## src/rtl/core/jsu_pkg.sv

```systemverilog
`timescale 1ns / 1ps
// Package for the JSON string unescape block.
// Phase type, result kind and error codes, character constants, decode helpers.
// No dependencies.
package jsu_pkg;

    typedef enum logic [2:0] {
        PH_IDLE = 3'd0,
        PH_STR  = 3'd1,
        PH_ESC  = 3'd2,
        PH_HEX  = 3'd3
    } t_phase;

    typedef logic [1:0] t_kind;
    typedef logic [2:0] t_err;

    localparam t_kind KIND_BYTE = 2'd0;
    localparam t_kind KIND_DONE = 2'd1;
    localparam t_kind KIND_ERR  = 2'd2;

    localparam t_err ERR_NONE      = 3'd0;
    localparam t_err ERR_NO_QUOTE  = 3'd1;
    localparam t_err ERR_CTRL      = 3'd2;
    localparam t_err ERR_END_ESC   = 3'd3;
    localparam t_err ERR_BAD_ESC   = 3'd4;
    localparam t_err ERR_END_HEX   = 3'd5;
    localparam t_err ERR_BAD_HEX   = 3'd6;
    localparam t_err ERR_UNTERM    = 3'd7;

    localparam logic [7:0] CH_QUOTE  = 8'h22;
    localparam logic [7:0] CH_BSLASH = 8'h5c;
    localparam logic [7:0] CH_U      = 8'h75;
    localparam logic [7:0] CH_SPACE  = 8'h20;

    localparam logic [15:0] CP_MAX1 = 16'h007f;
    localparam logic [15:0] CP_MAX2 = 16'h07ff;

    localparam int MAX_RES = 3;

    // {valid, nibble}
    function automatic logic [4:0] hex_value(input logic [7:0] c);
        logic [4:0] r;
        r = 5'd0;
        if (c >= 8'h30 && c <= 8'h39)
            r = {1'b1, c[3:0]};
        else if ((c >= 8'h61 && c <= 8'h66) || (c >= 8'h41 && c <= 8'h46))
            r = {1'b1, c[3:0] + 4'd9};
        return r;
    endfunction

    // {valid, byte}
    function automatic logic [8:0] escape_byte(input logic [7:0] c);
        logic [8:0] r;
        r = 9'd0;
        case (c)
            8'h22: r = {1'b1, 8'h22};
            8'h5c: r = {1'b1, 8'h5c};
            8'h2f: r = {1'b1, 8'h2f};
            8'h62: r = {1'b1, 8'h08};
            8'h66: r = {1'b1, 8'h0c};
            8'h6e: r = {1'b1, 8'h0a};
            8'h72: r = {1'b1, 8'h0d};
            8'h74: r = {1'b1, 8'h09};
            default: r = 9'd0;
        endcase
        return r;
    endfunction

endpackage

```

## src/rtl/core/jsu_if.sv

```systemverilog
`timescale 1ns / 1ps
// Word channels of the JSON string unescape block: input and result.
// Depends on nothing.
interface jsu_in_if;
    logic       valid;
    logic       ready;
    logic       cmd;
    logic [7:0] data_byte;

    modport source (output valid, output cmd, output data_byte, input ready);
    modport sink   (input valid, input cmd, input data_byte, output ready);
endinterface

interface jsu_out_if;
    logic       valid;
    logic       ready;
    logic [7:0] out_byte;
    logic [1:0] kind;
    logic [2:0] err_code;
    logic       last;

    modport source (output valid, output out_byte, output kind, output err_code,
                    output last, input ready);
    modport sink   (input valid, input out_byte, input kind, input err_code,
                    input last, output ready);
endinterface

```

## src/rtl/core/json_string_unescape.sv

```systemverilog
`timescale 1ns / 1ps
// JSON string literal decoder with \uXXXX to UTF-8 conversion.
// The first result word of an accepted input word is shown in the cycle after it is accepted.
// Throughput: one input word per cycle while each causes at most one result and the receiver is ready;
// an item with several results stalls the input until its final word leaves (1 result word/cycle when ready).
// Reset (synchronous, active low): idle awaiting opening quote, result buffer empty.
module json_string_unescape (
    input  logic        i_clk,
    input  logic        i_rst_n,
    jsu_in_if.sink      i_in,
    jsu_out_if.source   o_out
);
    import jsu_pkg::*;

    // decoder state
    t_phase      r_phase, n_phase;
    logic [1:0]  r_hex, n_hex;
    logic [15:0] r_code, n_code;

    // result buffer: slot 0 faces the output, later slots shift down on take
    logic [7:0]  r_byte [MAX_RES];
    t_kind       r_kind [MAX_RES];
    t_err        r_err  [MAX_RES];
    logic        r_last [MAX_RES];
    logic [1:0]  r_left;

    // decoded results of the word at the input
    logic [7:0]  d_byte [MAX_RES];
    t_kind       d_kind [MAX_RES];
    t_err        d_err  [MAX_RES];
    logic [1:0]  d_cnt;

    logic        w_accept, w_take;
    logic [4:0]  w_hex;
    logic [8:0]  w_esc;
    logic [15:0] w_acc;
    logic [7:0]  w_c;

    assign w_take   = (r_left != 2'd0) && o_out.ready;
    // take a new word once the buffer is empty, or as its final word leaves
    assign i_in.ready = (r_left == 2'd0) || ((r_left == 2'd1) && o_out.ready);
    assign w_accept = i_in.valid && i_in.ready;

    assign w_c   = i_in.data_byte;
    assign w_hex = hex_value(w_c);
    assign w_esc = escape_byte(w_c);
    assign w_acc = {r_code[11:0], w_hex[3:0]};

    always_comb begin
        n_phase = r_phase;
        n_hex   = r_hex;
        n_code  = r_code;
        d_cnt   = 2'd0;
        for (int i = 0; i < MAX_RES; i++) begin
            d_byte[i] = 8'd0;
            d_kind[i] = KIND_BYTE;
            d_err[i]  = ERR_NONE;
        end

        case (r_phase)
            PH_STR: begin
                if (i_in.cmd) begin
                    d_kind[0] = KIND_ERR;
                    d_err[0]  = ERR_UNTERM;
                end else if (w_c == CH_QUOTE) begin
                    d_kind[0] = KIND_DONE;
                end else if (w_c < CH_SPACE) begin
                    d_kind[0] = KIND_ERR;
                    d_err[0]  = ERR_CTRL;
                end else if (w_c != CH_BSLASH) begin
                    d_byte[0] = w_c;
                end
                if (i_in.cmd || w_c == CH_QUOTE || w_c < CH_SPACE) begin
                    n_phase = PH_IDLE;
                    d_cnt   = 2'd1;
                end else if (w_c == CH_BSLASH) begin
                    n_phase = PH_ESC;
                end else begin
                    d_cnt = 2'd1;
                end
            end
            PH_ESC: begin
                d_cnt = 2'd1;
                if (i_in.cmd) begin
                    d_kind[0] = KIND_ERR;
                    d_err[0]  = ERR_END_ESC;
                    n_phase   = PH_IDLE;
                end else if (w_c == CH_U) begin
                    d_cnt   = 2'd0;
                    n_phase = PH_HEX;
                end else if (w_esc[8]) begin
                    d_byte[0] = w_esc[7:0];
                    n_phase   = PH_STR;
                end else begin
                    d_kind[0] = KIND_ERR;
                    d_err[0]  = ERR_BAD_ESC;
                    n_phase   = PH_IDLE;
                end
                n_hex  = 2'd0;
                n_code = 16'd0;
            end
            PH_HEX: begin
                if (i_in.cmd || !w_hex[4]) begin
                    d_cnt     = 2'd1;
                    d_kind[0] = KIND_ERR;
                    d_err[0]  = i_in.cmd ? ERR_END_HEX : ERR_BAD_HEX;
                    n_phase   = PH_IDLE;
                    n_hex     = 2'd0;
                    n_code    = 16'd0;
                end else begin
                    n_code = w_acc;
                    n_hex  = r_hex + 2'd1;
                    if (r_hex == 2'd3) begin
                        n_phase = PH_STR;
                        if (w_acc <= CP_MAX1) begin
                            d_cnt     = 2'd1;
                            d_byte[0] = w_acc[7:0];
                        end else if (w_acc <= CP_MAX2) begin
                            d_cnt     = 2'd2;
                            d_byte[0] = {3'b110, w_acc[10:6]};
                            d_byte[1] = {2'b10, w_acc[5:0]};
                        end else begin
                            d_cnt     = 2'd3;
                            d_byte[0] = {4'b1110, w_acc[15:12]};
                            d_byte[1] = {2'b10, w_acc[11:6]};
                            d_byte[2] = {2'b10, w_acc[5:0]};
                        end
                    end
                end
            end
            default: begin
                n_hex  = 2'd0;
                n_code = 16'd0;
                if (i_in.cmd || w_c != CH_QUOTE) begin
                    d_cnt     = 2'd1;
                    d_kind[0] = KIND_ERR;
                    d_err[0]  = ERR_NO_QUOTE;
                    n_phase   = PH_IDLE;
                end else begin
                    n_phase = PH_STR;
                end
            end
        endcase
    end

    // control state
    always_ff @(posedge i_clk) begin
        if (!i_rst_n) begin
            r_phase <= PH_IDLE;
            r_hex   <= 2'd0;
            r_code  <= 16'd0;
            r_left  <= 2'd0;
        end else begin
            if (w_accept) begin
                r_phase <= n_phase;
                r_hex   <= n_hex;
                r_code  <= n_code;
                r_left  <= d_cnt;
            end else if (w_take) begin
                r_left  <= r_left - 2'd1;
            end
        end
    end

    // result slots, no reset needed
    always_ff @(posedge i_clk) begin
        if (w_accept) begin
            for (int i = 0; i < MAX_RES; i++) begin
                r_byte[i] <= d_byte[i];
                r_kind[i] <= d_kind[i];
                r_err[i]  <= d_err[i];
                r_last[i] <= (d_cnt == 2'(i + 1));
            end
        end else if (w_take) begin
            for (int i = 0; i < MAX_RES - 1; i++) begin
                r_byte[i] <= r_byte[i + 1];
                r_kind[i] <= r_kind[i + 1];
                r_err[i]  <= r_err[i + 1];
                r_last[i] <= r_last[i + 1];
            end
        end
    end

    assign o_out.valid    = (r_left != 2'd0);
    assign o_out.out_byte = r_byte[0];
    assign o_out.kind     = r_kind[0];
    assign o_out.err_code = r_err[0];
    assign o_out.last     = r_last[0];

endmodule

```

## src/flat_wrapper.sv

```systemverilog
// flat-port wrapper written by rule: the top's interface ports become plain ports
module json_string_unescape_flat import jsu_pkg::*;
  (i_clk, i_rst_n, i_in_valid, i_in_cmd, i_in_data_byte, i_in_ready, o_out_valid, o_out_out_byte, o_out_kind, o_out_err_code, o_out_last, o_out_ready);
  jsu_in_if i_in_i ();
  jsu_out_if o_out_i ();
  input  logic i_clk;
  input  logic i_rst_n;
  input wire logic [$bits(i_in_i.valid)-1:0] i_in_valid;
  input wire logic [$bits(i_in_i.cmd)-1:0] i_in_cmd;
  input wire logic [$bits(i_in_i.data_byte)-1:0] i_in_data_byte;
  output wire logic [$bits(i_in_i.ready)-1:0] i_in_ready;
  output wire logic [$bits(o_out_i.valid)-1:0] o_out_valid;
  output wire logic [$bits(o_out_i.out_byte)-1:0] o_out_out_byte;
  output wire logic [$bits(o_out_i.kind)-1:0] o_out_kind;
  output wire logic [$bits(o_out_i.err_code)-1:0] o_out_err_code;
  output wire logic [$bits(o_out_i.last)-1:0] o_out_last;
  input wire logic [$bits(o_out_i.ready)-1:0] o_out_ready;
  assign i_in_i.valid = i_in_valid;
  assign i_in_i.cmd = i_in_cmd;
  assign i_in_i.data_byte = i_in_data_byte;
  assign i_in_ready = i_in_i.ready;
  assign o_out_valid = o_out_i.valid;
  assign o_out_out_byte = o_out_i.out_byte;
  assign o_out_kind = o_out_i.kind;
  assign o_out_err_code = o_out_i.err_code;
  assign o_out_last = o_out_i.last;
  assign o_out_i.ready = o_out_ready;
  json_string_unescape u_core (.i_clk(i_clk), .i_rst_n(i_rst_n), .i_in(i_in_i), .o_out(o_out_i));
endmodule
```

## config.mk

```make
export PLATFORM = sky130hd
export DESIGN_NAME = json_string_unescape_flat
export DESIGN_NICKNAME = d
export VERILOG_FILES = /design/src/rtl/core/jsu_pkg.sv /design/src/rtl/core/jsu_if.sv /design/src/rtl/core/json_string_unescape.sv /design/src/flat_wrapper.sv
export SDC_FILE = /design/constraint.sdc
export NUM_CORES = 1
export LEC_CHECK = 0
export BUFFER_PORTS_ARGS = -buffer_cell sky130_fd_sc_hd__buf_2
export CAP_MARGIN = 20
export CORE_UTILIZATION = 55
export CTS_CLUSTER_DIAMETER = 200
export DETAILED_ROUTE_END_ITERATION = 7
export GPL_ROUTABILITY_DRIVEN = 0
export PLACE_DENSITY = 0.75
export SYNTH_ARGS = -nofsm -noshare
export SYNTH_HDL_FRONTEND = slang
export SYNTH_SLANG_ARGS = --single-unit
```

## constraint.sdc

```tcl
create_clock -name i_clk -period 7 [get_ports i_clk]
set_input_delay 0.7 -clock i_clk [delete_from_list [all_inputs] [get_ports i_clk]]
set_output_delay 0.7 -clock i_clk [all_outputs]
set_load 0.01 [all_outputs]
```

==> results of run 1 <==
cell families (layout without fill, tap and decap cells):
group,count (synthesis),after routing,share of synthesized area
simple gates,135,135,0.252
compound gates,97,97,0.218
flops,48,48,0.419
buf+inv,37,50,0.0649
fa+ha+maj,7,7,0.0291
mux,4,4,0.0133
xor+xnor,1,1,0.00291
power groups by stage:
| stage | combinational, mW | clock, mW | sequential, mW |
|---|---|---|---|
| global route | 0.287 | 0.185 | 0.426 |
| global placement | 0.255 | 0 | 0.423 |
| finish | 0.258 | 0.173 | 0.419 |
| CTS | 0.256 | 0.175 | 0.419 |
| floorplan | 0.197 | 0 | 0.419 |
| detailed placement | 0.255 | 0 | 0.425 |
final cells by class:
type	count	area share
flip-flops and latches	48	0.395
well taps	70	0.0274
clock inverters	1	0.00274
inverters	13	0.0157
repair buffers	29	0.0463
multi-input cells	244	0.486
clock buffers	7	0.0270
path summary, 6_finish.rpt:
path                startpoint              endpoint  slack, ns  depth (start not counted)
max          i_in_data_byte[0]  u_core.r_byte[0][12]       4.34                          9
min reg2reg   u_core.r_left[1]      u_core.r_left[1]       0.53                          2
max reg2reg   u_core.r_left[0]      u_core.r_code[0]       4.70                          9
min           u_core.r_left[1]      u_core.r_left[1]       0.53                          2
worst register-to-register path, stage by stage (launching register included):
cell	delay (ns)
dfxtp_1	0.39
inv_1	0.06
ha_1	0.22
inv_1	0.10
nand2_1	0.07
nand2_1	0.17
inv_1	0.27
o21ai_1	0.63
a22oi_1	0.21
nor2b_1	0.14
registers in the layout, summed over array words and instances (netlist names):
register and flops:
u_core.r_byte 22, u_core.r_code 12, u_core.r_err 3, u_core.r_last 3, u_core.r_hex 2, u_core.r_kind 2
u_core.r_left 2, u_core.r_phase 2
stage by stage:
step	power (mW)	instances	cell area, um2	util
floorplan	0.616	329	3010	-
finish	0.850	412	3190	0.617
detailed placement	0.680	404	3100	0.599
global placement	0.678	404	3100	0.599
CTS	0.850	412	3190	0.617
global route	0.898	412	3190	0.617
metal layers:
layer  up-vias  share of wire  GRT usage
met5         -              0          0
met3        18          0.077     0.0530
met1      1169           0.44      0.330
met4         0          0.023     0.0885
li1       1225              -          -
met2       134           0.46      0.392
layout by cell type, fill, tap and decap left out, types with 2 or more instances in the layout:
| master | n |
|---|---|
| or3b_1 | 2 |
| nor3_1 | 6 |
| o21a_1 | 3 |
| a21o_1 | 2 |
| and2_1 | 6 |
| a22oi_1 | 16 |
| o21ai_0 | 24 |
| nand3b_1 | 2 |
| a211oi_1 | 3 |
| ha_1 | 7 |
| edfxtp_1 | 30 |
| nand4_1 | 2 |
| nand2_2 | 2 |
| nor3b_1 | 3 |
| clkbuf_8 | 6 |
| a31oi_1 | 5 |
| a22o_1 | 2 |
| inv_1 | 12 |
| or3_1 | 2 |
| buf_2 | 28 |
| nand2_1 | 31 |
| nand2b_1 | 6 |
| and3_1 | 7 |
| mux2i_1 | 4 |
| nor2_1 | 24 |
| nand3_1 | 7 |
| nor2b_1 | 20 |
| and4b_1 | 2 |
| a221oi_1 | 3 |
| a21oi_1 | 20 |
| dfxtp_1 | 18 |
==> results by group, run 1 <==
Pwr
  • Clock share of power: 0.204
  • Sw frac: 0.345
  • Logic gate share of total power: 0.304
  • Net Sw Power: 0.293 mW
  • Leakage power total: 1.25 nW
  • Sequential Power Share: 0.493
  • Power per cell area: 266 mW/mm2
  • Internal power: 0.557 mW
  • Peak VDD IR: 0.148 mV

Die
  • Die height: 75.9 um
  • FP Rows: 26
  • Starting density of the core: 0.581
  • Core region area: 0.00517 mm2
  • Io pins: 29
  • Die Wd: 75.9 um
  • Die ar.: 0.00577 mm2

Synth
  • EDFF count, synth: 30
  • Area share of the largest cell type after synthesis: 0.300
  • Top cells by area, synth: edfxtp_1 30%, dfxtp_1 12%, nor2b_1 4.2%
  • Post-synthesis async set-or-reset flop share: 0
  • Count leader, synth: nand2_1
  • Sequential area share after synthesis: 0.419
  • Mean Syn Cell Area: 9.14 um2
  • Cell variety after synth: 68
  • Yosys warning count: 0
  • Post-Syn Instances: 329
  • Syn_nets: 349
  • Top FF cell, synth: edfxtp_1
  • Synth area leader: edfxtp_1
  • Top cells by instance count after synthesis: 31 x nand2_1, 30 x edfxtp_1, 25 x o21ai_0
  • Cell Area, Synth: 0.00301 mm2
  • Seq cells post-synth: 48

STA
  • Final period utilization: 0.379
  • Final setup fails: 0
  • Slew headroom: 0.324
  • Unrepaired setup endpoints after global routing: false
  • Actual slew at the worst max-slew pin: 1.01 ns
  • Max frequency: 0.377 GHz
  • Final setup margin: 4.34 ns
  • Final slew viol count: 0
  • Fin Clk Skew: 0.00457 ns
  • Setup TNS: 0 ns
  • Fin crit period: 2.66 ns
  • Final Hold Fails: 0
  • Hold Slack: 0.534 ns

Final layout
  • Layout cell share with drive strength beyond 1: 0.152
  • FILL cells: 429
  • Sequential cell area: 0.00126 mm2
  • Area occupied by multi-input gates: 0.00155 mm2
  • Final nets: 361
  • Layout area overhead: 6.16%
  • Ant diodes: 0

Routing
  • Post-route ant nets: 0
  • Post-Route WL: 6910 um
  • WL/cell: 16.8 um
  • Initial DRC Count: 387
  • Drt via density: 6.18
  • DR pass1 iterations: 5
  • DRC Markers: 0
  • Via count: 2546

Place
  • PortBufs: 28
  • HPWL after detailed placement: 4970 um
  • Dpl ws: 4.06 ns

Global routing
  • Largest net degree at the start of global routing: 25
  • Vias in the first global route: 2192
  • Initial antenna violation count: 0
  • First-pass GRT wire length: 11100 um
  • Remaining global-route overflow: 0
  • Gr usage total: 0.246

CTS
  • Clock Latency Late Sink: 0.31 ns
  • TritonCTS sink count: 48
  • CTS buffer count: 5
  • CTS tree: built
  • H-Tree Depth: 2
  • Cts repair resizes: 0
  • Clock Path Buffers: 2
  • Hold-fix buffers, CTS: 0
  • Reg clk slew, reported paths: 0.09 ns
  • Clk root buf: clkbuf_8
  • Post-CTS setup buffer count: 0

Setup path
  • CP endpoint kind: register
  • Worst path slowest cell: nor3_1
  • Slowest stage delay, CP: 0.46 ns
  • Crit-path max FO: 10
  • Req. time, crit path: 7.15 ns
  • CP Cell Sequence: buf_2 -> inv_1 -> ha_1 -> nor2b_1 -> o211a_1 -> nor2_1 -> nor3_1 -> nand2_1 -> o21ai_0
  • Critical Path Source Type: input pin
  • Crit path DAT: 2.80 ns
  • Worst path top cell family by delay: simple AND/OR/NAND/NOR gates
  • Critical path class: in2reg
  • Crit path buf inv count: 2

Run status
  • Outcome: finished, final reports clean

Worst hold path
  • HP Class: reg2reg

Run
  • Max cap viols: 0
Power figures use the tool's default switching activity.
==> run 2: changes to the inputs <==
==> constraint.sdc (replaced) <==
create_clock -name i_clk -period 2.6 [get_ports i_clk]
set_input_delay 0.26 -clock i_clk [delete_from_list [all_inputs] [get_ports i_clk]]
set_output_delay 0.26 -clock i_clk [all_outputs]
set_load 0.01 [all_outputs]
==> results by group, run 2 (synthesis gave the netlist of run 1 again) <==
Run status
  • Outcome: finished, final reports clean

Place
  • HPWL after detailed placement: 5070 um (+2.0%)
  • PortBufs: 28 (unchanged)

Die
  • Core region area: 0.00517 mm2 (unchanged)
  • Die ar.: 0.00577 mm2 (unchanged)
  • Starting density of the core: 0.581 (unchanged)
  • Die height: 75.9 um (unchanged)
  • Die Wd: 75.9 um (unchanged)
  • Io pins: 29 (unchanged)
  • FP Rows: 26 (unchanged)

CTS
  • Clk root buf: clkbuf_8
  • Cts repair resizes: 0 (unchanged)
  • H-Tree Depth: 2 (unchanged)
  • CTS buffer count: 5 (unchanged)
  • Reg clk slew, reported paths: 0.09 ns (about the same)
  • CTS tree: built
  • Post-CTS setup buffer count: 0 (unchanged)
  • Hold-fix buffers, CTS: 0 (unchanged)
  • Clock Path Buffers: 2 (unchanged)
  • TritonCTS sink count: 48 (unchanged)
  • Clock Latency Late Sink: 0.30 ns (about the same)

Setup path
  • Crit path buf inv count: 2 (unchanged)
  • Critical Path Source Type: input pin
  • Req. time, crit path: 2.64 ns (-4.51 ns)
  • Critical path class: in2reg
  • Crit path DAT: 2.24 ns (-0.56 ns)
  • Worst path top cell family by delay: compound AO/OA/AOI/OAI gates
  • CP endpoint kind: register
  • Crit-path max FO: 10 (unchanged)
  • CP Cell Sequence: buf_2 -> inv_1 -> ha_1 -> nor2b_1 -> o211a_1 -> o21ba_1 -> a221oi_1 -> o21ai_0
  • Setup slack, reg-to-reg: 0.43 ns (-4.27 ns)
  • Slowest stage delay, CP: 0.41 ns (-0.05 ns)
  • Worst path slowest cell: a221oi_1

Pwr
  • Net Sw Power: 0.793 mW (+170%)
  • Sequential Power Share: 0.484 (-0.009)
  • Sw frac: 0.342 (-0.00309)
  • Leakage power total: 1.29 nW (+3.5%)
  • Power per cell area: 712 mW/mm2 (+170%)
  • Total Power: 2.32 mW (+170%)
  • Clock share of power: 0.199 (-0.005)
  • Logic gate share of total power: 0.317 (+0.013)
  • Internal power: 1.53 mW (+170%)
  • Peak VDD IR: 0.376 mV (+150%)

Routing
  • Initial DRC Count: 331 (-14%)
  • Via count: 2550 (+0.16%)
  • WL/cell: 16.5 um (-1.4%)
  • Post-Route WL: 6960 um (+0.77%)
  • DR pass1 iterations: 5 (unchanged)
  • DRC Markers: 0 (unchanged)
  • Post-route ant nets: 0 (unchanged)
  • Drt via density: 6.06 (-2.0%)

STA
  • Max frequency: 0.456 GHz
  • Final period utilization: 0.843
  • Slew headroom: 0.626 (+0.301)
  • Unrepaired setup endpoints after global routing: false
  • Fin crit period: 2.19 ns
  • Hold Slack: 0.354 ns (-0.180 ns)
  • Final setup fails: 0 (unchanged)
  • Actual slew at the worst max-slew pin: 0.560 ns (-0.447 ns)
  • Setup TNS: 0 ns (unchanged)
  • Final slew viol count: 0 (unchanged)
  • Final Hold Fails: 0 (unchanged)
  • Fin Clk Skew: 0.0116 ns (+0.00703 ns)

Final layout
  • Leading registers by flop count: u_core.r_byte (22), u_core.r_code (12)
  • Layout area overhead: 8.41%
  • Reg with most FFs: u_core.r_byte
  • Layout cell share with drive strength beyond 1: 0.174 (+0.0217)
  • Commonest non-fill, non-tap cell in the layout: nand2_1
  • Final nets: 370 (+2.5%)
  • Sequential cell area: 0.00126 mm2 (unchanged)
  • Area occupied by multi-input gates: 0.00155 mm2 (unchanged)
  • Max reg flops: 22 (unchanged)
  • Highest-count cells in the layout ignoring fill and taps: 31 x nand2_1, 30 x edfxtp_1, 28 x buf_2, 25 x o21ai_0, 24 x nor2_1
  • Final design utilization: 0.630 (+0.0131)
  • FILL cells: 459 (+7.0%)
  • Ant diodes: 0 (unchanged)

Global routing
  • Initial antenna violation count: 0 (unchanged)
  • Vias in the first global route: 2263 (+3.2%)
  • Largest net degree at the start of global routing: 24 (-4.0%)
  • Remaining global-route overflow: 0 (unchanged)
  • Gr usage total: 0.249 (+0.00344)
  • First-pass GRT wire length: 11300 um (+1.6%)

Run
  • Max cap viols: 0 (unchanged)

Worst hold path
  • HP Class: in2reg
==> run 2: changes by cell type in the layout (fill, tap and decap cells not counted), sizes merged <==
cell	delta
buf	+9
==> run 2: path summary, 6_finish.rpt <==
| kind | cells past startpoint | start | endpoint |
|---|---|---|---|
| worst max-delay path | 8 | i_in_data_byte[0] | u_core.r_byte[0][4] |
| worst min-delay path | 2 | i_rst_n | u_core.r_left[0] |
| worst max register to register | 7 | u_core.r_phase[1] | u_core.r_byte[1][2] |
| worst min register to register | 2 | u_core.r_byte[1][0] | u_core.r_byte[0][8] |
==> run 2: routing by layer <==
metal,global-route usage,wire length (um),vias up
met5,0,0,-
met4,0.0942,185,0
met3,0.0506,423,16
met2,0.405,3210,112
met1,0.329,3140,1174
li1,-,-,1248
==> run 2: per-stage QoR <==
| step | std cells | cell area, um2 | setup WS, ns |
|---|---|---|---|
| 2_1_floorplan | 329 | 3010 | 0.372 |
| 3_3_place_gp | 413 | 3160 | 0.158 |
| 3_5_place_dp | 413 | 3160 | 0.106 |
| 4_1_cts | 421 | 3260 | 0.434 |
| 5_1_grt | 421 | 3260 | 0.297 |
| 6_report | 421 | 3260 | 0.408 |
==> run 2: power by group through the flow <==
stage	Combinational (mW)	Clock (mW)	Sequential, mW
floorplan	0.530	0	1.13
global placement	0.726	0	1.14
detailed placement	0.728	0	1.14
CTS	0.733	0.469	1.12
global route	0.825	0.502	1.14
finish	0.736	0.461	1.12
==> run 2: layout make-up <==
cell class                 count  share of cell area
clock buffer                   7              0.0265
inverter                      13              0.0154
sequential                    48               0.387
clock inverter                 1             0.00269
tap                           70              0.0269
multi-input combinational    244               0.476
timing repair buffer          38              0.0660
==> run 2: worst register-to-register path, delay by kind of cell (launching register included) <==
kind	cells	cell delay (ns)
flip-flops	1	0.52
AO/OA/AOI/OAI	1	0.44
buffers and inverters	1	0.06
AND/OR/NAND/NOR	5	1.02
